--- src/rtl/core/assert_macros.svh ---
// Assertion macros shared by the page reference table RTL.
`ifndef ASSERT_MACROS_SVH
`define ASSERT_MACROS_SVH

// Check a property on every rising edge of clk outside reset.
`define PRT_ASSERT(lbl, prop, msg) \
  lbl: assert property (@(posedge clk) disable iff (!rst_n) (prop)) else $error(msg);

// Check that a condition never holds outside reset.
`define PRT_NEVER(lbl, cond, msg) \
  lbl: assert property (@(posedge clk) disable iff (!rst_n) !(cond)) else $error(msg);

`endif

--- src/rtl/core/prt_pkg.sv ---
// Shared types and constants of the page reference table.
`default_nettype none

package prt_pkg;

  localparam int TABLE_ENTRIES_DEF = 256;

  localparam int FRAME_W    = 44;
  localparam int COUNT_W    = 16;
  localparam int REQ_W      = 2;
  localparam int STATUS_W   = 3;
  localparam int FREE_OUT_W = 9;

  localparam logic [COUNT_W-1:0] COUNT_MAX = {COUNT_W{1'b1}};

  // Request codes
  localparam logic [REQ_W-1:0] REQ_RECORD  = 2'd0;
  localparam logic [REQ_W-1:0] REQ_RELEASE = 2'd1;
  localparam logic [REQ_W-1:0] REQ_ADD     = 2'd2;
  localparam logic [REQ_W-1:0] REQ_NONE    = 2'd3;

  // Status codes
  localparam logic [STATUS_W-1:0] ST_OK      = 3'd0;
  localparam logic [STATUS_W-1:0] ST_FULL    = 3'd1;
  localparam logic [STATUS_W-1:0] ST_NOPAGE  = 3'd2;
  localparam logic [STATUS_W-1:0] ST_UNKNOWN = 3'd3;
  localparam logic [STATUS_W-1:0] ST_COUNT   = 3'd4;

  // Request word held stable while the scan runs
  typedef struct packed {
    logic [REQ_W-1:0]   kind;
    logic [FRAME_W-1:0] frame;
  } req_t;

  // Scan token handed from cell to cell
  typedef struct packed {
    logic                valid;
    logic                done;
    logic [STATUS_W-1:0] status;
    logic [COUNT_W-1:0]  cnt;
    logic                ret;
  } token_t;

endpackage

`default_nettype wire

--- src/rtl/core/prt_cell.sv ---
// One table entry: frame and count, acting on the scan token as it passes.
`default_nettype none

module prt_cell (
  input  logic            clk,
  input  logic            rst_n,
  input  prt_pkg::req_t   req,
  input  prt_pkg::token_t tok_i,
  output prt_pkg::token_t tok_o
);

  logic [prt_pkg::FRAME_W-1:0] frame_r, frame_nxt;
  logic [prt_pkg::COUNT_W-1:0] count_r, count_nxt;
  prt_pkg::token_t             tok_r, tok_nxt;
  logic                        live;
  logic                        is_free;
  logic                        is_match;

  // Claim, decrement or increment this entry when the token is still open
  always_comb begin
    frame_nxt = frame_r;
    count_nxt = count_r;
    tok_nxt   = tok_i;
    live      = tok_i.valid && !tok_i.done;
    is_free   = (frame_r == '0);
    is_match  = !is_free && (frame_r == req.frame);
    if (live) begin
      case (req.kind)
        prt_pkg::REQ_RECORD: begin
          if (is_free) begin
            frame_nxt      = req.frame;
            count_nxt      = prt_pkg::COUNT_W'(1);
            tok_nxt.done   = 1'b1;
            tok_nxt.status = prt_pkg::ST_OK;
            tok_nxt.cnt    = prt_pkg::COUNT_W'(1);
          end
        end
        prt_pkg::REQ_RELEASE: begin
          if (is_match) begin
            tok_nxt.done = 1'b1;
            if (count_r == '0) begin
              tok_nxt.status = prt_pkg::ST_COUNT;
              tok_nxt.cnt    = '0;
            end else begin
              count_nxt      = count_r - prt_pkg::COUNT_W'(1);
              tok_nxt.status = prt_pkg::ST_OK;
              tok_nxt.cnt    = count_r - prt_pkg::COUNT_W'(1);
              if (count_r == prt_pkg::COUNT_W'(1)) begin
                frame_nxt   = '0;
                tok_nxt.ret = 1'b1;
              end
            end
          end
        end
        prt_pkg::REQ_ADD: begin
          if (is_match) begin
            tok_nxt.done = 1'b1;
            if (count_r == prt_pkg::COUNT_MAX) begin
              tok_nxt.status = prt_pkg::ST_COUNT;
              tok_nxt.cnt    = prt_pkg::COUNT_MAX;
            end else begin
              count_nxt      = count_r + prt_pkg::COUNT_W'(1);
              tok_nxt.status = prt_pkg::ST_OK;
              tok_nxt.cnt    = count_r + prt_pkg::COUNT_W'(1);
            end
          end
        end
        default: begin
        end
      endcase
    end
  end

  // Hold entry state; advance the token one cell
  always_ff @(posedge clk) begin
    if (!rst_n) begin
      frame_r     <= '0;
      count_r     <= '0;
      tok_r.valid <= 1'b0;
    end else begin
      frame_r <= frame_nxt;
      count_r <= count_nxt;
      tok_r   <= tok_nxt;
    end
  end

  assign tok_o = tok_r;

endmodule

`default_nettype wire

--- config.mk ---
export PLATFORM = sky130hd
export DESIGN_NAME = prt_cell
export DESIGN_NICKNAME = d
export VERILOG_FILES = /design/src/rtl/core/assert_macros.svh /design/src/rtl/core/prt_pkg.sv /design/src/rtl/core/prt_cell.sv
export SDC_FILE = /design/constraint.sdc
export NUM_CORES = 1
export LEC_CHECK = 0
export ABC_CLOCK_PERIOD_IN_PS = 5200
export BUFFER_PORTS_ARGS = -buffer_cell sky130_fd_sc_hd__buf_4
export CORE_MARGIN = 1
export CORE_UTILIZATION = 50
export CTS_BUF_LIST = sky130_fd_sc_hd__clkbuf_4 sky130_fd_sc_hd__clkbuf_8 sky130_fd_sc_hd__clkbuf_16
export CTS_CLUSTER_SIZE = 24
export DETAILED_ROUTE_END_ITERATION = 12
export GPL_ROUTABILITY_DRIVEN = 0
export HOLD_SLACK_MARGIN = 0.15
export PLACE_DENSITY_LB_ADDON = 0.1
export SYNTH_ARGS = -nofsm -noshare
export SYNTH_HDL_FRONTEND = slang
export SYNTH_SLANG_ARGS = --single-unit
--- constraint.sdc ---
create_clock -name clk -period 5.2 [get_ports clk]
set_clock_uncertainty 0.15 [all_clocks]
set_input_delay 0.26 -clock clk [delete_from_list [all_inputs] [get_ports clk]]
set_output_delay 0.26 -clock clk [all_outputs]
set_load 0.005 [all_outputs]
# After elaboration in Yosys (flattened, before gate mapping)

Index checks and enable logic that the tools add are counted.

Flip-flop bits (word level): 82
Bits in latches: 0
Bits in writable memories: 0
Memory bits (read-only): 0
Logic and storage cells: 52
Memories kept: 0

Add/sub/neg operators: 2
Multiply operators: 0
Div/mod/pow operators: 0
Magnitude comparators: 0
Equal/unequal tests: 11
Shift-type cells: 0
Multiplexer cells: 21
Bitwise gates (word level): 0
Reduce and logical (&&, ||, !) cells: 11

Operators with widths:

| kind                                                 | count |
|---|---|
| two-way mux 44 bit                                   | 4 |
| one-hot mux 44 bit (2 select lines)                  | 1 |
| two-way mux 16 bit                                   | 5 |
| one-hot mux 20 bit (3 select lines)                  | 1 |
| one-hot mux 16 bit (3 select lines)                  | 1 |
| equality test 44 bit                                 | 1 |
| zero test 44 bit                                     | 1 |
| two-way mux 21 bit                                   | 2 |
| two-way mux 20 bit                                   | 2 |
| two-way mux 19 bit                                   | 2 |
| adder 16 x 1 -> 16 bit, second input constant        | 1 |
| equality test 16 x 1 -> 1 bit, second input constant | 1 |
| equality test 16 bit, second input constant          | 1 |
| zero test 16 bit                                     | 1 |
| subtractor 16 x 1 -> 16 bit, second input constant   | 1 |
| != test 2 bit, second input constant                 | 6 |
| AND reduction 7 bit                                  | 1 |
| AND reduction 6 bit                                  | 1 |
| two-way mux 1 bit                                    | 3 |
| nonzero test 3 bit                                   | 1 |
| equality test 2 x 1 -> 1 bit, second input constant  | 1 |
| equality test 2 bit, second input constant           | 1 |
| logical AND 1 bit                                    | 2 |
| zero test 1 bit                                      | 2 |
| 2 further kinds                                      | 2 |

# Logic depth before layout (Yosys ltp)

Gate-level depths: netlist of run 1.

Word-level depth: 6
Depth in mapped cells: 11
Depth with buffers taken out: 9

# Worst setup path after synthesis of run 1

Ideal clock, no wire load.

Path type: flip-flop to flip-flop
Start: reg frame_r[32] (netlist name)
End: reg tok_r, in the netlist tok_o[19] (data pin)
Library setup time: 0.254 ns
Arrival: 2.130 ns
Data required time: 4.796 ns
Path slack: 2.666 ns
Stages on the path, launching flop included: 11
Clock period less this slack: 2.534 ns
Cell sequence: dfxtp_1 -> xor2_1 -> nor4_1 -> nand4_1 -> or4b_4 -> buf_6 -> nor2_4 -> o211ai_2 -> buf_6 -> buf_8 -> o21a_1

RTL lines:

| what                     | RTL line       | RTL |
|---|---|---|
| start: declaration       | prt_cell.sv:12 | `logic [prt_pkg::FRAME_W-1:0] frame_r, frame_nxt;` |
| start signal: assignment | prt_cell.sv:81 | `frame_r <= frame_nxt;` |
| end signal: assignment   | prt_cell.sv:83 | `tok_r <= tok_nxt;` |
| end: declaration         | prt_cell.sv:14 | `prt_pkg::token_t tok_r, tok_nxt;` |

==> run summary, run 1 <==
Outcome: complete, no violations
TritonCTS Buffers: 9
R2R cell count: 8
CP delay by family, top: simple AND/OR/NAND/NOR gates
Total die area: 9898 sq um
Clock root buffer: clkbuf_8
Syn Std Cell Area: 4752 sq um
Setup WS pre-CTS: 1.701 ns
Cell taking the most area after synthesis: dfxtp_1
DRC violations left: 0
Avg Cell Area, Syn: 9.086 sq um
Post-detail-place hpwl: 9.050 mm
Cells after Synth: 523
Grt met1 use: 0.4370
# port buffers: 91
Fin crit period: 3.588 ns
Layout cells sized above 1: 0.1809
Number of synthesized flops with an enable pin: 21
First-pass GRT wire length: 21.96 mm
Total power: 1.490 mW
CP max-delay cell: nor4b_1
Number of vias per cell: 5.922
Max Cap Violations: 0
Hold_sp: tok_i[7]
# IOs: 92
Commonest non-fill, non-tap cell in the layout: buf_4
P_leak: 2.736 nW
Vias: 4661
Maximum VDD drop: 0.1874 mV
Commonest non-fill, non-tap cells in the layout: buf_4, dlygate4sd3_1, dfxtp_1
Post-synthesis cell type count: 57
Diode count: 0
CP Data Required Time: 5.14 ns
Routed len/inst: 17.15 um
DR pass1 iterations: 5
Post-Route WL: 13.50 mm
Met2 Use GR: 0.4006
CTS tree: yes
Async SR Flop Fraction: 0
Initial antenna violation count: 0
DRT antenna net count: 0
Post-synthesis sequential area ratio: 0.3897
Max stage delay on crit path: 0.72 ns
Grt peak-use layer: met1
Crit path launch type: input port
Slew headroom: 0.2020
Fin worst setup slack: 1.612 ns
Clock slew at reported path FFs: 0.08 ns
Setup TNS: 0 ns
Chip Height: 99.49 um
R2R Setup Slk: 1.64 ns
Mapped Nets: 600
Die width: 99.49 um
Worst-margin pin slew: 1.184 ns
Gr usage total: 0.2815
Vias in the first global route: 4281
Pin count of the biggest net entering global routing: 45
Final-stage net count: 730
Synthesis Warnings: 0
Final Hold Vio Count: 0
Reg2Reg Launch Point: count_r[0]
Flop and latch count out of synthesis: 82
Remaining global-route overflow: 0
Area of the multi-input gates: 2680 sq um
1st-iter DRT viols: 594
RSZ-0062 raised after global routing: false
Share of the synthesized area in the top cell type: 0.2570
Hold WS: 0.1638 ns
Period utilization: 0.6899
Hold path endpoint: tok_o[7]
Max frequency: 278.7 MHz
CP most frequent cell: o21ai_0
Setup-failing EPs final: 0
Placeable Area: 9240 sq um
Met3 GRT Util: 0.05481
Dominant synthesized flop cell: dfxtp_1
Max clock buf depth: 2
Depth of the CTS H-tree: 3
Post_cts resized: 0
P&R area growth vs syn: 32.89%
HP Class: in2reg
Worst R2R End: count_r[8]
WP data arrival: 3.53 ns
CP cell instances: dlygate4sd3_1, buf_4, xor2_1, nor4_1, nand4_1, nor4b_1, o21ai_0, o21ai_0, o21ai_0
CP Class: in2reg
Clock sinks: 82
Initial Util: 0.5143
CP Capture Type: register
Floorplan row count: 35
Worst path bufs/invs: 2
Top post-synthesis cells by area: dfxtp_1, edfxtp_1, a22o_1
Clk_lat worst skew: 0.37 ns
FF/Latch Area: 1852 sq um
Power per cell area: 235.9 nW/um^2
Crit Path Max Fanout: 12
Fin. max-slew vios: 0
Hold Path Cell Cnt: 4
FILL cells: 693
-- cell usage after synthesis (3+ instances only) --
master / n
buf_2: 7
edfxtp_1: 21
nand4_1: 9
a22o_1: 49
and3_1: 5
nor2_1: 16
ha_1: 7
o21ai_0: 20
o211ai_1: 8
mux2i_1: 17
o221ai_1: 3
a21oi_1: 26
nor4_1: 27
nand2_1: 55
nand3_1: 18
and2_1: 4
a211oi_1: 3
o21a_1: 3
dfxtp_1: 61
xor2_1: 49
and4_1: 3
inv_1: 11
a2bb2oi_1: 3
a221o_1: 4
clkbuf_1: 27
xnor2_1: 10
nand2b_1: 4
nor3_1: 8
o31ai_1: 5
a21o_1: 3
-- worst max path at each step --
stage | from | endpoint | slack (ns) | cells after the start
3_5_place_dp | count_r[0] | count_r[8] | 1.70 | 8
2_1_floorplan | frame_r[32] | tok_o[19] | 2.67 | 10
4_1_cts | req[31] | tok_o[4] | 1.62 | 9
3_3_place_gp | req[31] | tok_o[4] | 1.78 | 8
6_report | req[31] | tok_o[4] | 1.61 | 9
5_1_grt | req[43] | tok_o[4] | 1.32 | 9
-- layout make-up --
cell class                 instances  area share
multi-input combinational        390      0.4244
sequential                        82      0.2932
clock buffer                      11     0.02477
timing repair buffer             159      0.2148
clock inverter                     5     0.01070
inverter                          11    0.006539
tap                              129     0.02556
-- flip-flops by register name, summed over array words and instances, names as in the netlist --
name / cells
count_r: 16
frame_r: 44
tok_o: 22
-- worst register-to-register path, delay by kind of cell (launching register included) --
family,cells,cell delay [ns]
AOI/OAI and AO/OA,1,0.42
muxes,1,0.23
and+or+nand+nor,4,1.48
buffers and inverters,1,0.32
DFF,1,0.56
adders and majority gates,1,0.33
-- report_power, final --
group / switching (mW) / internal [mW] / leakage, nW
Sequential: 0.0139 / 0.675 / 0.700
Clock: 0.255 / 0.264 / 0.115
Combinational: 0.141 / 0.141 / 1.92
Total: 0.409 / 1.08 / 2.74
-- routing by layer --
layer,wire (um),part of all wire
met5,0,0
met4,133,0.0099
met3,1232,0.091
met2,5736,0.43
met1,6392,0.47
-- per-stage QoR --
stage	util	std cells	cell area, sq um
2_1_floorplan	-	523	4752
3_3_place_gp	0.5888	706	5440
3_5_place_dp	0.5888	706	5440
4_1_cts	0.6834	787	6315
5_1_grt	0.6834	787	6315
6_report	0.6834	787	6315
-- repair_timing --
item                      in CTS  in global routing
hold buffers                  65                  0
hold endpoints to repair      65                  0
buffers inserted               0                  0
-- logic make-up (layout without fill, tap and decap cells) --
family                     after synthesis  after routing  share of synthesized area
DFF                                     82             82                     0.3897
adders and majority gates                7              7                    0.01843
AOI/OAI and AO/OA                      145            145                     0.2241
and+or+nand+nor                        162            162                     0.1754
buffers and inverters                   51            186                    0.04792
muxes                                   17             17                    0.03581
xor gates and xnor gates                59             59                     0.1087
No activity file was read; power rests on OpenSTA's default activity.
==> run 2: changes to the inputs <==
- ABC_CLOCK_PERIOD_IN_PS: 5200 -> 3000
- clock period: 5.2 -> 3 ns (I/O delays scaled with it)
==> run summary, run 2 (same netlist as run 1, synthesis figures left out) <==
Outcome: complete, no violations (unchanged)
Crit Path Max Fanout: 9 (was 12)
Number of vias per cell: 5.728 (was 5.922)
Crit path launch: req[29] (was req[31])
1st-iter DRT viols: 398 (was 594)
R2R Setup Slk: 0.17 ns (was 1.64 ns)
Pin count of the biggest net entering global routing: 45 (unchanged)
DRT antenna net count: 0 (unchanged)
Vias: 4651 (was 4661)
Final-stage net count: 755 (was 730)
Setup-failing EPs final: 0 (unchanged)
Commonest non-fill, non-tap cells in the layout: buf_4, dlygate4sd3_1, dfxtp_1 (unchanged)
Worst-margin pin slew: 0.6905 ns (was 1.184 ns)
Crit path launch type: input port (unchanged)
Die width: 99.49 um (unchanged)
CTS tree: yes (unchanged)
Largest register FFs: 44 (unchanged)
Vias in the first global route: 4454 (was 4281)
Maximum VDD drop: 0.2321 mV (was 0.1874 mV)
Floorplan row count: 35 (unchanged)
Depth of the CTS H-tree: 3 (unchanged)
Remaining global-route overflow: 0 (unchanged)
Max frequency: 343.5 MHz
Gr usage total: 0.2894 (was 0.2815)
Final Hold Vio Count: 0 (unchanged)
Post-Route WL: 13.94 mm (was 13.50 mm)
Diode count: 0 (unchanged)
Clock slew at reported path FFs: 0.09 ns (was 0.08 ns)
Setup TNS: 0 ns (unchanged)
Reg2Reg Launch Point: frame_r[29] (was count_r[0])
Initial antenna violation count: 0 (unchanged)
Routed len/inst: 17.16 um (was 17.15 um)
P_leak: 2.870 nW (was 2.736 nW)
TritonCTS Buffers: 9 (unchanged)
P&R area growth vs syn: 38.39% (was 32.89%)
Layout cells sized above 1: 0.2196 (was 0.1809)
DRC violations left: 0 (unchanged)
Fin crit period: 2.911 ns
Worst R2R End: tok_o[19] (was count_r[8])
Fin. max-slew vios: 0 (unchanged)
Max Cap Violations: 0 (unchanged)
R2R cell count: 9 (was 8)
Power per cell area: 387.5 nW/um^2 (was 235.9 nW/um^2)
Critical Path Sink: tok_o[19] (was tok_o[4])
Max clock buf depth: 2 (unchanged)
# port buffers: 91 (unchanged)
CP Data Required Time: 2.97 ns (was 5.14 ns)
CP Capture Type: register (unchanged)
# IOs: 92 (unchanged)
Clock root buffer: clkbuf_8 (unchanged)
Clk_lat worst skew: 0.36 ns (was 0.37 ns)
Slew headroom: 0.5385 (was 0.2020)
Clock sinks: 82 (unchanged)
Post-detail-place hpwl: 9.364 mm (was 9.050 mm)
CP Class: in2reg (unchanged)
Placeable Area: 9240 sq um (unchanged)
Initial Util: 0.5143 (unchanged)
Register with the most flip-flops: frame_r (unchanged)
Hold Path Cell Cnt: 6 (was 4)
RSZ-0062 raised after global routing: false (unchanged)
FILL cells: 694 (was 693)
Total power: 2.548 mW (was 1.490 mW)
First-pass GRT wire length: 22.51 mm (was 21.96 mm)
HP Class: in2reg (unchanged)
Commonest non-fill, non-tap cell in the layout: buf_4 (unchanged)
DR pass1 iterations: 5 (unchanged)
WP data arrival: 2.88 ns (was 3.53 ns)
Total die area: 9898 sq um (unchanged)
Chip Height: 99.49 um (unchanged)
Period utilization: 0.9703
[run 2: cell count changes in the layout (fill, tap and decap cells not counted), moves of 2 or more]
| cell | delta |
|---|---|
| buf_4 | +18 |
| nor4_1 | -6 |
| nor4_2 | +6 |
| buf_12 | +3 |
| clkinv_2 | +2 |
| dlygate4sd3_1 | +2 |
[run 2: through the flow]
step           instances  cell area, sq um  hold WS (ns)    util  setup WS (ns)
2_1_floorplan        523              4752        0.1125       -         0.4658
3_3_place_gp         728              5643        0.2163  0.6107        0.02883
3_5_place_dp         728              5643        0.2204  0.6107       0.004906
4_1_cts              812              6540        0.2604  0.7078        0.01915
5_1_grt              812              6576        0.2999  0.7117       0.009527
6_report             812              6576        0.2749  0.7117        0.08905
[run 2: what timing repair did]
action                                 in CTS  in global routing
buffers inserted                            0                  0
gates resized for setup                     3                  7
setup endpoints to repair                  41                 65
hold buffers                               67                  0
gates cloned                                1                  0
endpoints found under the hold margin      70                  0
pin swaps                                   0                  6
[run 2: final cells by class]
class	count	area, sq um	area share
multi-input combinational	391	2740	0.4167
sequential	82	1853	0.2818
timing repair buffer	183	1583	0.2407
tap	129	161.4	0.02454
clock buffer	10	131.4	0.01998
clock inverter	6	66.31	0.01008
inverter	11	41.29	0.006279
[run 2: how the worst min path moves through the flow]
stage,from,endpoint,slack (ns)
floorplan,rst_n,tok_o[0],0.11
global placement,tok_i[21],tok_o[21],0.22
detailed placement,tok_i[21],tok_o[21],0.22
CTS,req[45],count_r[0],0.26
global route,req[45],count_r[0],0.30
finish,req[45],count_r[0],0.27
[run 2: per-layer routing]
metal,GRT usage,share of wire,routed length (um)
met5,0,0,0
met4,0.06109,0.012,165
met3,0.07168,0.076,1058
met2,0.4295,0.43,5970
met1,0.4252,0.48,6741
[run 2: worst max-delay path, stage by stage]
cell and delay [ns]:
dlygate4sd3_1 0.54, buf_4 0.14, xor2_1 0.15, nor4_2 0.37, nand4_1 0.20, or4b_4 0.60, buf_6 0.17, nor2_4 0.12
o211ai_2 0.14, buf_12 0.20, o21a_1 0.10
[run 2: power by group]
group / internal (mW) / switching (mW)
clock network: 0.398 / 0.436
registers: 1.17 / 0.0217
logic: 0.267 / 0.257
total: 1.83 / 0.715
==> run 3: changes to the inputs <==
- CORE_ASPECT_RATIO: not set -> 1.5
==> run summary, run 3 (same netlist as run 1, synthesis figures left out) <==
Gr usage total: 0.3129 (was 0.2894)
Total die area: 9906 sq um (was 9898 sq um)
Setup TNS: 0 ns (unchanged)
TritonCTS Buffers: 9 (unchanged)
Max frequency: 344.0 MHz (was 343.5 MHz)
P&R area growth vs syn: 40.73% (was 38.39%)
Final Cell Area: 6688 sq um (was 6576 sq um)
Slew headroom: 0.5430 (was 0.5385)
WP data arrival: 2.84 ns (was 2.88 ns)
Fin worst setup slack: 0.09286 ns (was 0.08905 ns)
CP Class: in2reg (unchanged)
Fin crit period: 2.907 ns (was 2.911 ns)
# port buffers: 91 (unchanged)
Final-stage net count: 759 (was 755)
Clock sinks: 82 (unchanged)
Vias in the first global route: 4731 (was 4454)
Fin. max-slew vios: 0 (unchanged)
First-pass GRT wire length: 23.12 mm (was 22.51 mm)
Crit path launch: req[35] (was req[29])
Sw Pwr: 736.9 uW (was 714.6 uW)
Reg power frac: 0.416 (was 0.467)
CP max-delay cell: or4b_4 (unchanged)
Remaining global-route overflow: 0 (unchanged)
DRT antenna net count: 0 (unchanged)
CP Data Required Time: 2.94 ns (was 2.97 ns)
# IOs: 92 (unchanged)
Routed len/inst: 18.99 um (was 17.16 um)
Clock slew at reported path FFs: 0.06 ns (was 0.09 ns)
Hold WS: 0.2568 ns (was 0.2749 ns)
Max stage delay on crit path: 0.66 ns (was 0.60 ns)
Register with the most flip-flops: frame_r (unchanged)
Post-detail-place hpwl: 10.25 mm (was 9.364 mm)
Depth of the CTS H-tree: 3 (unchanged)
RSZ-0062 raised after global routing: false (unchanged)
Setup WS pre-CTS: -0.01354 ns (was 0.004906 ns)
Initial Util: 0.5135 (was 0.5143)
Outcome: complete, no violations (unchanged)
Power per cell area: 428.7 nW/um^2 (was 387.5 nW/um^2)
Crit path launch type: input port (unchanged)
Floorplan row count: 43 (was 35)
Max clock buf depth: 2 (unchanged)
Commonest non-fill, non-tap cell in the layout: buf_4 (unchanged)
HP Class: in2reg (unchanged)
Hold_sp: req[45] (unchanged)
CTS tree: yes (unchanged)
Util after Layout: 0.7227 (was 0.7117)
Worst-margin pin slew: 0.6837 ns (was 0.6905 ns)
Reg2Reg Launch Point: frame_r[34] (was frame_r[29])
CP Capture Type: register (unchanged)
Combinational share of power: 0.188 (was 0.206)
Commonest non-fill, non-tap cells in the layout: buf_4, dlygate4sd3_1, dfxtp_1 (unchanged)
1st-iter DRT viols: 361 (was 398)
Diode count: 0 (unchanged)
Pin count of the biggest net entering global routing: 45 (unchanged)
Worst path bufs/invs: 3 (was 4)
CP cell instances: dlygate4sd3_1, buf_4, xor2_1, nor4_2, nand4_1, or4b_4, a21oi_1, o211ai_2, buf_12, o21a_1 (was dlygate4sd3_1, buf_4, xor2_1, nor4_2, nand4_1, or4b_4, buf_6, nor2_4, o211ai_2, buf_12, o21a_1)
Setup-failing EPs final: 0 (unchanged)
Vias: 4828 (was 4651)
Sw Ratio: 0.2571 (was 0.2804)
Clk_lat worst skew: 0.34 ns (was 0.36 ns)
Largest register FFs: 44 (unchanged)
Placed Instances: 713 (was 728)
Placeable Area: 9254 sq um (was 9240 sq um)
Period utilization: 0.9690 (was 0.9703)
Layout cells sized above 1: 0.2213 (was 0.2196)
Crit Path Max Fanout: 9 (unchanged)
Number of vias per cell: 6.043 (was 5.728)
Final Hold Vio Count: 0 (unchanged)
DR pass1 iterations: 5 (unchanged)
CP delay by family, top: simple AND/OR/NAND/NOR gates (unchanged)
R2R Setup Slk: 0.17 ns (about the same)
Die width: 81.60 um (was 99.49 um)
Max Cap Violations: 0 (unchanged)
Initial antenna violation count: 0 (unchanged)
Chip Height: 121.4 um (was 99.49 um)
Internal: 2.130 mW (was 1.834 mW)
Fin cells: 799 (was 812)
Clock root buffer: clkbuf_16 (was clkbuf_8)
Placed cell area: 5637 sq um (was 5643 sq um)
DRC violations left: 0 (unchanged)
Total power: 2.867 mW (was 2.548 mW)
P_leak: 2.939 nW (was 2.870 nW)
Post-Route WL: 15.18 mm (was 13.94 mm)
Clock power share: 0.396 (was 0.327)
Maximum VDD drop: 0.3668 mV (was 0.2321 mV)
[run 3: path summary, 6_finish.rpt]
check | endpoint | cells after the start
min reg2reg | frame_r[5] | 1
max reg2reg | tok_o[19] | 8
max | tok_o[19] | 10
min | count_r[0] | 6
[run 3: final cells by class]
cell class,count,area (sq um)
flip-flops and latches,82,1852
repair buffers,187,1609
clock inverters,4,50.05
inverters,11,41.29
multi-input cells,391,2741
well taps,112,140.1
fillers,673,2566
clock buffers,12,254.0
[run 3: timing repair]
| item | CTS | global route |
|---|---|---|
| hold endpoints to repair | 69 | 0 |
| buffers inserted | 0 | 2 |
| cloned | 0 | 1 |
| pin swaps | 0 | 2 |
| hold buffers | 67 | 0 |
| endpoints found under the setup margin | 29 | 45 |
| resized for setup | 2 | 6 |
[run 3: routing by layer]
layer,part of all wire,track usage
met1,0.36,0.3278
met2,0.53,0.5552
met3,0.039,0.04286
met4,0.068,0.2204
met5,0,0
[run 3: worst reg2reg max path: cells and delay by family, from the launching register on]
family / cells / cell delay, ns
AO/OA/AOI/OAI: 3 / 0.49
XOR/XNOR: 1 / 0.18
buffers and inverters: 1 / 0.20
flip-flops: 1 / 0.35
AND/OR/NAND/NOR: 3 / 1.22
[run 3: power groups by stage]
stage / clock network (mW) / logic, mW / registers [mW]
3_5_place_dp: 0 / 0.446 / 1.22
2_1_floorplan: 0 / 0.232 / 1.21
5_1_grt: 1.20 / 0.573 / 1.20
6_report: 1.13 / 0.539 / 1.19
4_1_cts: 1.14 / 0.517 / 1.19
3_3_place_gp: 0 / 0.441 / 1.22
